[src/hw/rtl/pipt_pkg.sv]
// Shared constants, types and command struct for the point-in-polygon tester.
package pipt_pkg;

	localparam int MAX_VERTICES = 8;
	localparam int COORD_BITS   = 12;
	localparam int COUNT_W      = 4;
	localparam int VIDX_W       = 3;
	localparam int IDX_W        = $clog2(MAX_VERTICES);
	localparam int CNT_W        = $clog2(MAX_VERTICES + 1);
	// signed differences plus headroom for d+1
	localparam int DIFF_W       = COORD_BITS + 2;
	localparam int MUL_W        = 2 * DIFF_W;

	localparam logic CMD_LOAD = 1'b0;
	localparam logic CMD_TEST = 1'b1;

	typedef enum logic [2:0] {
		ST_IDLE,
		ST_PREV,
		ST_EDGE_A,
		ST_EDGE_B,
		ST_DONE
	} pipt_state_t;

	typedef struct packed {
		logic             wr_en;
		logic             start;
		logic [IDX_W-1:0] rd_addr;
		logic             prev_load;
		logic             edge_a;
		logic             edge_b;
		logic             out_load;
	} pipt_cmd_t;

endpackage

[src/hw/rtl/pipt_dp.sv]
// Datapath: vertex memory, two-stage crossing test per edge, parity flag.
module pipt_dp
	import pipt_pkg::*;
(
	input  logic                  clk,
	input  logic                  arst_n,
	input  pipt_cmd_t             dp_cmd,
	input  logic [VIDX_W-1:0]     vertex_index,
	input  logic [COORD_BITS-1:0] vertex_x,
	input  logic [COORD_BITS-1:0] vertex_y,
	input  logic [COORD_BITS-1:0] point_x,
	input  logic [COORD_BITS-1:0] point_y,
	output logic                  inside_res
);

	localparam logic signed [DIFF_W-1:0] ONE_S = DIFF_W'(1);

	logic [COORD_BITS-1:0] x_mem [MAX_VERTICES];
	logic [COORD_BITS-1:0] y_mem [MAX_VERTICES];
	logic [COORD_BITS-1:0] rd_x_q, rd_y_q;
	logic [COORD_BITS-1:0] prev_x_q, prev_y_q;
	logic [COORD_BITS-1:0] px_q, py_q;

	logic signed [DIFF_W-1:0] xi_s, yi_s, xj_s, yj_s, px_s, py_s;
	logic signed [DIFF_W-1:0] dy, dx, ey, mul_a, den_a;
	logic signed [MUL_W-1:0]  num_a;
	logic                     straddle_a;

	logic signed [MUL_W-1:0]  num_s1;
	logic signed [DIFF_W-1:0] den_s1, d_s1;
	logic                     straddle_s1;

	logic signed [DIFF_W-1:0] mpy_b;
	logic signed [MUL_W-1:0]  prod_b;
	logic                     cross_b;
	logic                     flag_q, res_q;

	always_ff @(posedge clk) begin
		if (dp_cmd.wr_en && int'(vertex_index) < MAX_VERTICES) begin
			x_mem[IDX_W'(vertex_index)] <= vertex_x;
			y_mem[IDX_W'(vertex_index)] <= vertex_y;
		end
		rd_x_q <= x_mem[dp_cmd.rd_addr];
		rd_y_q <= y_mem[dp_cmd.rd_addr];
	end

	// stage A: straddle check, numerator product, sign normalized so den > 0
	always_comb begin
		xi_s = signed'(DIFF_W'(rd_x_q));
		yi_s = signed'(DIFF_W'(rd_y_q));
		xj_s = signed'(DIFF_W'(prev_x_q));
		yj_s = signed'(DIFF_W'(prev_y_q));
		px_s = signed'(DIFF_W'(px_q));
		py_s = signed'(DIFF_W'(py_q));
		straddle_a = (yi_s > py_s) != (yj_s > py_s);
		dy    = yj_s - yi_s;
		dx    = xj_s - xi_s;
		ey    = py_s - yi_s;
		mul_a = dy[DIFF_W-1] ? -dx : dx;
		den_a = dy[DIFF_W-1] ? -dy : dy;
		num_a = MUL_W'(mul_a) * MUL_W'(ey);
	end

	// stage B: px - xi < trunc(num/den) without dividing
	always_comb begin
		mpy_b   = num_s1[MUL_W-1] ? d_s1 : d_s1 + ONE_S;
		prod_b  = MUL_W'(mpy_b) * MUL_W'(den_s1);
		cross_b = num_s1[MUL_W-1] ? (num_s1 > prod_b) : (num_s1 >= prod_b);
	end

	always_ff @(posedge clk) begin
		if (dp_cmd.start) begin
			px_q <= point_x;
			py_q <= point_y;
		end
		if (dp_cmd.prev_load) begin
			prev_x_q <= rd_x_q;
			prev_y_q <= rd_y_q;
		end
		if (dp_cmd.edge_a) begin
			num_s1 <= num_a;
			den_s1 <= den_a;
			d_s1   <= px_s - xi_s;
		end
		if (dp_cmd.out_load)
			res_q <= flag_q;
	end

	always_ff @(posedge clk or negedge arst_n) begin
		if (!arst_n) begin
			flag_q      <= 1'b0;
			straddle_s1 <= 1'b0;
		end else begin
			if (dp_cmd.edge_a)
				straddle_s1 <= straddle_a;
			if (dp_cmd.start)
				flag_q <= 1'b0;
			else if (dp_cmd.edge_b && straddle_s1 && cross_b)
				flag_q <= !flag_q;
		end
	end

	assign inside_res = res_q;

endmodule

[config.mk]
export PLATFORM = sky130hd
export DESIGN_NAME = pipt_dp
export DESIGN_NICKNAME = d
export VERILOG_FILES = /design/src/hw/rtl/pipt_pkg.sv /design/src/hw/rtl/pipt_dp.sv
export SDC_FILE = /design/constraint.sdc
export NUM_CORES = 1
export LEC_CHECK = 0
export BUFFER_PORTS_ARGS = -buffer_cell sky130_fd_sc_hd__buf_2
export CAP_MARGIN = 20
export CORE_MARGIN = 3
export CORE_UTILIZATION = 30
export DETAILED_ROUTE_END_ITERATION = 12
export PLACE_DENSITY = 0.48
export SYNTH_ARGS = -nofsm -noshare
export SYNTH_HDL_FRONTEND = slang
export SYNTH_SLANG_ARGS = --single-unit
[constraint.sdc]
create_clock -name clk -period 8.38 [get_ports clk]
set_input_delay 0.838 -clock clk [delete_from_list [all_inputs] [get_ports clk]]
set_output_delay 0.838 -clock clk [all_outputs]
set_load 0.005 [all_outputs]
==> metrics.md, run 1 <==
| Metric | Value |
|---|---|
| Port Buffers | 62 |
| Fmax | 118.7 MHz |
| H-tree Lvls | 2 |
| Post-synthesis simple-gate area fraction | 0.1059 |
| HPWL Detailed | 57600 um |
| Critical path's slowest cell | fa_1 |
| Instance count of the mapped netlist | 2538 |
| Fin. max-slew vios | 0 |
| Final Wtd Congestion | 0.8376 |
| TritonCTS buffer count | 38 |
| Syn Area/Cell | 11.43 um^2 |
| Top-count cell post-synth | inv_1 |
| Critical-path maximum fanout | 5 |
| # DRC | 0 |
| Fillers | 9402 |
| Commonest cells in the netlist | inv_1, fa_1, edfxtp_1 |
| Hold Buf Count CTS | 0 |
| Worst-Margin Slew | 0.9699 ns |
| Largest stage delay, worst path | 0.61 ns |
| Total vias in the final route | 19260 |
| Ranking of synthesized cells by area | edfxtp_1, fa_1, ha_1 |
| Die height | 317 um |
| Slew HR | 0.3534 |
| Overflow after GRT | 0 |
| Worst hold path type | primary input to asynchronous set/reset pin |
| Chip Width | 317 um |
| Element type at the critical path end | flop |
| Max Cap Viol | 0 |
| Final setup fails | 1 |
| Compound-gate portion of the synthesized area | 0.06317 |
| Vias in the first global route | 21750 |
| Antenna violations before repair | 7 |
| Final setup margin | -0.04281 ns |
| Antenna Nets Post-Route | 0 |
| Violated checks | setup timing |
| Drt first pass iters | 5 |
| R2r endpoint | flag_q$_DFFE_PN0P_ |
| Clk Latency, worst-skew pair | 0.59 ns |
| CP delay by family, top | adder cells |
| Worst path bufs/invs | 6 |
| Result of the run | finished with violations |
| Vias/cell | 4.632 |
| Multiplexer share of the synthesized area | 0.04730 |
| Largest net degree at the start of global routing | 57 |
| DR WL/cell | 17.65 um |
| Nets | 3521 |
| Cells on worst reg2reg path | 33 |
| Clk slew on worst S/H paths | 0.08 ns |
| Final Hold Vio Count | 0 |
| Root buffer cell | clkbuf_16 |
| Post-synth top area share | 0.3053 |
| Largest family of logic cells by synthesized area | adder cells |
| Yosys reg bits | 321 |
| Reg2reg setup slack | -0.04 ns |
| Period utilisation layout | 1.005 |
| Clock sinks | 321 |
| Minimum clock period | 8.423 ns |
| Reg-to-Reg Start | num_s1[26]$_DFFE_PP_ |
| Global-route wire length before repair | 118200 um |
| Final WL | 73400 um |
| CTS tree | done |
| Layout cell share with drive strength beyond 1 | 0.2218 |
| Fin Setup TNS | -0.04281 ns |
| Row count | 113 |
| CP Class | flop to flop |
| Unrepaired setup endpoints after global routing | yes |
| Longest Clk Path Bufs | 3 |
| Seq/Total Area, Yosys | 0.3236 |
| Post-synth top flop | edfxtp_1 |
| Die ar. | 100500 um^2 |
| Synthesis-to-layout area growth | 20.78% |
| Synth cell types | 75 |
| Data required time of the critical path | 8.81 ns |
| Area leader, netlist | edfxtp_1 |
| Async S/R FF share, synth | 0.006231 |
| Synth Area in XOR/XNOR | 0.03954 |
| Core area | 95440 um^2 |
| Io pins | 63 |
| Adder-cell area share of the yosys netlist | 0.3548 |
| Syn Nets | 3199 |
| Total track usage | 0.1505 |
| Critical Path Most Common Cell | fa_1 |
| Mapped Area | 29020 um^2 |
| Arr. time, crit path | 8.85 ns |
| Post-synth EDFFs | 295 |
| Yosys warns | 0 |
| CP Launch Type | flop |
| Starting Density | 0.3040 |
| Clock skew | 0.03718 ns |
| Initial DRC count | 837 |
[what timing repair did]
action | in CTS | in global routing
endpoints found under the setup margin | 5 | 10
buffers inserted | 18 | 18
pin swaps | 86 | 98
gates resized for setup | 89 | 82
[registers in the layout, indices dropped and copies added, names as in the netlist, 13 cells and up]
register,cells
x_mem,96
d_s1,13
den_s1,14
y_mem,96
num_s1,27
[kinds of logic (layout without fill, tap and decap cells)]
group / after synthesis / in the layout
simple gates: 638 / 638
fa+ha+maj: 599 / 599
buf+inv: 504 / 856
flops: 321 / 321
compound gates: 270 / 270
xor+xnor: 131 / 131
mux: 74 / 74
other cells: 1 / 5
[routing by layer]
layer | GRT usage | part of all wire | wire, um
met1 | 0.1827 | 0.42 | 30820
met2 | 0.2769 | 0.52 | 37800
met3 | 0.02307 | 0.040 | 2912
met4 | 0.03928 | 0.025 | 1827
met5 | 0 | 0.00054 | 40
[cells in the final DEF (no fill, tap or decap), types with 38 or more instances in the layout]
| master | netlist | routed |
|---|---|---|
| a21o_1 | 38 | 38 |
| a21oi_1 | 67 | 52 |
| and2_1 | 105 | 104 |
| buf_2 | 3 | 62 |
| buf_4 | 0 | 268 |
| clkbuf_16 | 0 | 38 |
| edfxtp_1 | 295 | 295 |
| fa_1 | 373 | 356 |
| ha_1 | 226 | 205 |
| inv_1 | 440 | 429 |
| mux4_2 | 48 | 48 |
| nand2_1 | 233 | 228 |
| nor2_1 | 126 | 115 |
| o21ai_0 | 46 | 39 |
| xnor2_1 | 91 | 84 |
| xor2_1 | 40 | 38 |
[final cells by class]
type | instances | area [um^2] | area share
antenna | 4 | 10.01 | 0.0002856
clock buffer | 50 | 1046 | 0.02985
clock inverter | 20 | 227.7 | 0.006498
inverter | 440 | 1652 | 0.04713
multi-input combinational | 1713 | 18580 | 0.5302
sequential | 321 | 9389 | 0.2679
tap | 1265 | 1583 | 0.04516
timing repair buffer | 346 | 2559 | 0.07301
[stage by stage]
stage	utilization	hold WS, ns	instance area [um^2]	worst slack, ns	std cells
detailed placement	0.3416	0.4180	32600	-0.7543	4050
floorplan	-	0.4082	29030	-0.003689	2538
finish	0.3672	0.04264	35050	-0.04281	4159
global route	0.3671	0.02518	35040	-0.4328	4156
global placement	0.3416	0.4191	32600	-0.7621	4050
CTS	0.3611	0.01473	34460	0.0006244	4138
[worst max-delay path by stage]
stage / startpoint / to / depth (start not counted)
global placement: num_s1[26]$_DFFE_PP_ / flag_q$_DFFE_PN0P_ / 33
CTS: num_s1[26]$_DFFE_PP_ / flag_q$_DFFE_PN0P_ / 32
detailed placement: num_s1[26]$_DFFE_PP_ / flag_q$_DFFE_PN0P_ / 33
finish: num_s1[26]$_DFFE_PP_ / flag_q$_DFFE_PN0P_ / 33
global route: num_s1[26]$_DFFE_PP_ / flag_q$_DFFE_PN0P_ / 33
floorplan: num_s1[26]$_DFFE_PP_ / flag_q$_DFFE_PN0P_ / 32
Power of run 1 is not shown: default switching activity piles up to over one toggle a cycle in this logic, so the estimate is an artifact.
==> run 2, diff against run 1 <==
--- a/config.mk
+++ b/config.mk
@@ -5,12 +5,12 @@
 export SDC_FILE = /design/constraint.sdc
 export NUM_CORES = 1
 export LEC_CHECK = 0
-export BUFFER_PORTS_ARGS = -buffer_cell sky130_fd_sc_hd__buf_2
 export CAP_MARGIN = 20
 export CORE_MARGIN = 3
 export CORE_UTILIZATION = 30
 export DETAILED_ROUTE_END_ITERATION = 12
-export PLACE_DENSITY = 0.48
+export DONT_BUFFER_PORTS = 1
+export PLACE_DENSITY = 0.47
 export SYNTH_ARGS = -nofsm -noshare
 export SYNTH_HDL_FRONTEND = slang
 export SYNTH_SLANG_ARGS = --single-unit
==> metrics.md, run 2 (same netlist as run 1, synthesis figures left out) <==
| Metric | Value |
|---|---|
| Port Buffers | 0 |
| Final WL | 72240 um |
| Vias in the first global route | 21080 |
| Non-Filler Instances | 4061 |
| Initial DRC count | 955 |
| Antenna violations before repair | 10 |
| Row count | 113 |
| Longest Clk Path Bufs | 3 |
| Antenna Nets Post-Route | 0 |
| Total vias in the final route | 18700 |
| Die ar. | 100500 um^2 |
| Final setup margin | 0.02868 ns |
| Max Cap Viol | 0 |
| Unrepaired setup endpoints after global routing | yes |
| Clock sinks | 321 |
| Drt first pass iters | 5 |
| HPWL Detailed | 56840 um |
| Worst-Margin Slew | 0.9835 ns |
| H-tree Lvls | 2 |
| CP Class | flop to flop |
| CTS tree | done |
| Fin Hold WS | 0.3607 ns |
| Chip Width | 317 um |
| Post-Route Utilization | 0.3588 |
| Clk slew on worst S/H paths | 0.08 ns |
| Fmax | 119.7 MHz |
| Arr. time, crit path | 8.80 ns |
| Fin. max-slew vios | 0 |
| # DRC | 0 |
| Worst hold path type | primary input to flop |
| Slew HR | 0.3421 |
| Regs by FF count | x_mem: 96 flops, y_mem: 96 flops, num_s1: 27 flops |
| Result of the run | complete, no violations |
| Clock skew | 0.02494 ns |
| Layout cell share with drive strength beyond 1 | 0.1816 |
| Critical Path Most Common Cell | fa_1 |
| Synthesis-to-layout area growth | 18.02% |
| Overflow after GRT | 0 |
| Final setup fails | 0 |
| Dpl cells | 3975 |
| Fillers | 9471 |
| CP Launch Type | flop |
| Largest net degree at the start of global routing | 57 |
| Root buffer cell | clkbuf_16 |
| Starting Density | 0.3040 |
| Die height | 317 um |
| Minimum clock period | 8.351 ns |
| Clk Latency, worst-skew pair | 0.57 ns |
| Final Hold Vio Count | 0 |
| Final Wtd Congestion | 0.8447 |
| Total track usage | 0.1490 |
| Element type at the critical path end | flop |
| Nets | 3427 |
| Critical path's slowest cell | fa_1 |
| Vias/cell | 4.606 |
| Period utilisation layout | 0.9966 |
| Pre-CTS WS | -0.6588 ns |
| Reg2reg setup slack | 0.03 ns |
| Core area | 95440 um^2 |
| Worst path bufs/invs | 4 |
| CP delay by family, top | adder cells |
| Io pins | 63 |
| DR WL/cell | 17.79 um |
| Most frequent cells in the layout | inv_1, fa_1, edfxtp_1 |
| Data required time of the critical path | 8.83 ns |
| Largest stage delay, worst path | 0.53 ns |
| TritonCTS buffer count | 36 |
| Global-route wire length before repair | 116600 um |
| Critical-path maximum fanout | 9 |
| Commonest non-fill, non-tap cell in the layout | inv_1 |
## run 2: path summary, 6_finish.rpt
check | startpoint | endpoint | cells after the start
min | point_y[10] | py_q[10]$_DFFE_PP_ | 0
min reg2reg | rd_y_q[11]$_DFF_P_ | prev_y_q[11]$_DFFE_PP_ | 0
max in group asynchronous | arst_n | straddle_s1$_DFFE_PN0P_ | 1
max reg2reg | num_s1[26]$_DFFE_PP_ | flag_q$_DFFE_PN0P_ | 33
min in group asynchronous | arst_n | flag_q$_DFFE_PN0P_ | 1
max | num_s1[26]$_DFFE_PP_ | flag_q$_DFFE_PN0P_ | 33
## run 2: routing by layer
layer,track usage,part of all wire,vias up
met5,0,0.00029,-
met3,0.02392,0.035,112
li1,-,-,8846
met2,0.2664,0.50,275
met1,0.1848,0.43,9466
met4,0.04390,0.031,4
## run 2: final cells by class
type | instances | area (um^2) | share of cell area
inverter | 440 | 1652 | 0.04823
clock inverter | 23 | 277.8 | 0.008111
clock buffer | 41 | 919.6 | 0.02685
multi-input combinational | 1713 | 18400 | 0.5372
antenna | 4 | 10.01 | 0.0002923
timing repair buffer | 254 | 2017 | 0.05890
tap | 1265 | 1583 | 0.04622
sequential | 321 | 9389 | 0.2742
## run 2: what timing repair did
action,4_1_cts,5_1_grt
setup endpoints to repair,5,13
pin swaps,63,43
gates resized for setup,81,47
buffers inserted,17,1
endpoints found under the hold margin,2,0
hold buffers,1,0
## run 2: metrics by stage
| step | area (um^2) | setup TNS (ns) |
|---|---|---|
| floorplan | 29030 | -0.003689 |
| global placement | 32230 | -1.390 |
| detailed placement | 32230 | -1.681 |
| CTS | 33970 | -0.005252 |
| global route | 34240 | -0.7721 |
| finish | 34250 | 0 |
Power of run 2 is left out for the same reason.
==> run 3, diff against run 2 <==
--- a/config.mk
+++ b/config.mk
@@ -6,11 +6,15 @@
 export NUM_CORES = 1
 export LEC_CHECK = 0
 export CAP_MARGIN = 20
+export CELL_PAD_IN_SITES_DETAIL_PLACEMENT = 2
+export CELL_PAD_IN_SITES_GLOBAL_PLACEMENT = 2
 export CORE_MARGIN = 3
 export CORE_UTILIZATION = 30
 export DETAILED_ROUTE_END_ITERATION = 12
 export DONT_BUFFER_PORTS = 1
-export PLACE_DENSITY = 0.47
+export PLACE_DENSITY = 0.62
+export RECOVER_POWER = 25
+export REMOVE_ABC_BUFFERS = 1
 export SYNTH_ARGS = -nofsm -noshare
 export SYNTH_HDL_FRONTEND = slang
 export SYNTH_SLANG_ARGS = --single-unit
==> metrics.md, run 3 (same netlist as run 1, synthesis figures left out) <==
| Metric | Value |
|---|---|
| Root buffer cell | clkbuf_16 |
| Longest Clk Path Bufs | 3 |
| Result of the run | finished with violations |
| CTS tree | done |
| Register area | 9389 um^2 |
| Antenna violations before repair | 2 |
| Fillers | 9924 |
| Element type at the critical path end | flop |
| Violated checks | setup timing |
| Fin. max-slew vios | 0 |
| Worst hold path type | primary input to flop |
| Largest net degree at the start of global routing | 57 |
| Regs by FF count | x_mem: 96 flops, y_mem: 96 flops, num_s1: 27 flops |
| Chip Width | 317 um |
| Worst path bufs/invs | 5 |
| HPWL Detailed | 69790 um |
| Io pins | 63 |
| Clock skew | 0.02160 ns |
| Critical-path maximum fanout | 5 |
| Final setup fails | 1 |
| Row count | 113 |
| Max Cap Viol | 0 |
| Fin Setup TNS | -0.05437 ns |
| Total track usage | 0.1778 |
| CP delay by family, top | adder cells |
| CP Launch Type | flop |
| Total vias in the final route | 19440 |
| Cells on worst reg2reg path | 33 |
| Vias in the first global route | 23480 |
| Antenna Nets Post-Route | 0 |
| H-tree Lvls | 2 |
| Clk slew on worst S/H paths | 0.07 ns |
| Clock sinks | 321 |
| Hold depth | 1 |
| Data required time of the critical path | 8.85 ns |
| Minimum clock period | 8.434 ns |
| Unrepaired setup endpoints after global routing | yes |
| Multi-input gate area | 18890 um^2 |
| Final setup margin | -0.05437 ns |
| Layout cell share with drive strength beyond 1 | 0.2171 |
| Port Buffers | 0 |
| Final WL | 87620 um |
| Nets | 3451 |
| Critical Path Most Common Cell | fa_1 |
| Worst-Margin Slew | 1.099 ns |
| Final Wtd Congestion | 0.8023 |
| Clk Latency, worst-skew pair | 0.58 ns |
| Core area | 95440 um^2 |
| Reg-to-Reg Start | num_s1[26]$_DFFE_PP_ |
| TritonCTS buffer count | 37 |
| Overflow after GRT | 0 |
| Die height | 317 um |
| R2r endpoint | flag_q$_DFFE_PN0P_ |
| # DRC | 0 |
| Largest stage delay, worst path | 0.63 ns |
| Final Hold Vio Count | 0 |
| Arr. time, crit path | 8.91 ns |
| CP Class | flop to flop |
| DR WL/cell | 21.45 um |
| Most frequent cells in the layout | inv_1, fa_1, edfxtp_1 |
| Fmax | 118.6 MHz |
| Critical path's slowest cell | fa_1 |
| Slew HR | 0.2621 |
| Commonest non-fill, non-tap cell in the layout | inv_1 |
| Vias/cell | 4.760 |
| Synthesis-to-layout area growth | 21.10% |
| Dpl cells | 3982 |
| Period utilisation layout | 1.006 |
| Hold path start | dp_cmd[7] |
| Drt first pass iters | 5 |
| Non-Filler Instances | 4085 |
| Global-route wire length before repair | 136900 um |
| Reg2reg setup slack | -0.05 ns |
| Starting Density | 0.3040 |
| Die ar. | 100500 um^2 |
| Hold EP | flag_q$_DFFE_PN0P_ |
| Initial DRC count | 870 |
run 3: changes by cell type in the layout (fill, tap and decap cells not counted), sizes merged:
cell      delta
buf         +21
clkbuf       +8
diode        -3
clkinvlp     -2
bufinv       +1
clkinv       -1
run 3: worst max path at each step:
| stage | cells after the start | start | endpoint |
|---|---|---|---|
| floorplan | 29 | prev_x_q[0]$_DFFE_PP_ | num_s1[25]$_DFFE_PP_ |
| global placement | 33 | num_s1[26]$_DFFE_PP_ | flag_q$_DFFE_PN0P_ |
| detailed placement | 34 | num_s1[26]$_DFFE_PP_ | flag_q$_DFFE_PN0P_ |
| CTS | 38 | num_s1[26]$_DFFE_PP_ | flag_q$_DFFE_PN0P_ |
| global route | 35 | num_s1[26]$_DFFE_PP_ | flag_q$_DFFE_PN0P_ |
| finish | 33 | num_s1[26]$_DFFE_PP_ | flag_q$_DFFE_PN0P_ |
run 3: stage by stage:
step                      area (um^2)  setup WS [ns]    util  hold WS (ns)
after floorplan                 28770       -0.08643       -        0.4082
after global placement          32260         -1.012  0.3380        0.4162
after detailed placement        32260         -1.305  0.3380        0.4199
after CTS                       34300        -0.1564  0.3594        0.3027
after global routing            35140        -0.4356  0.3682        0.3063
final                           35140       -0.05437  0.3682        0.3419
run 3: per-layer routing:
metal / routed length [um] / up-vias / GRT usage
li1: - / 8883 / -
met1: 37210 / 10270 / 0.2169
met2: 46750 / 197 / 0.3345
met3: 1975 / 94 / 0.02053
met4: 1686 / 0 / 0.03812
met5: 0 / - / 0
run 3: layout make-up:
type	instances	share of cell area
multi-input combinational	1713	0.5376
sequential	321	0.2672
timing repair buffer	277	0.06502
inverter	440	0.04700
tap	1265	0.04504
clock buffer	47	0.02884
clock inverter	21	0.009187
antenna	1	0.00007121
run 3: timing repair:
item / in CTS / in global routing
hold buffers: 1 / 0
setup endpoints to repair: 14 / 15
pin swaps: 76 / 108
cloned: 0 / 1
buffers inserted: 17 / 17
resized for setup: 105 / 137
hold endpoints to repair: 2 / 0
run 3: worst reg2reg max path, delay by kind of cell, from the launching register on:
| kind | cells | cell delay, ns |
|---|---|---|
| AOI/OAI and AO/OA | 10 | 2.24 |
| xor gates and xnor gates | 2 | 0.34 |
| adders and majority gates | 8 | 3.82 |
| buffers and inverters | 5 | 0.45 |
| DFF | 1 | 0.38 |
| and+or+nand+nor | 8 | 1.09 |
Power of run 3 is left out for the same reason.
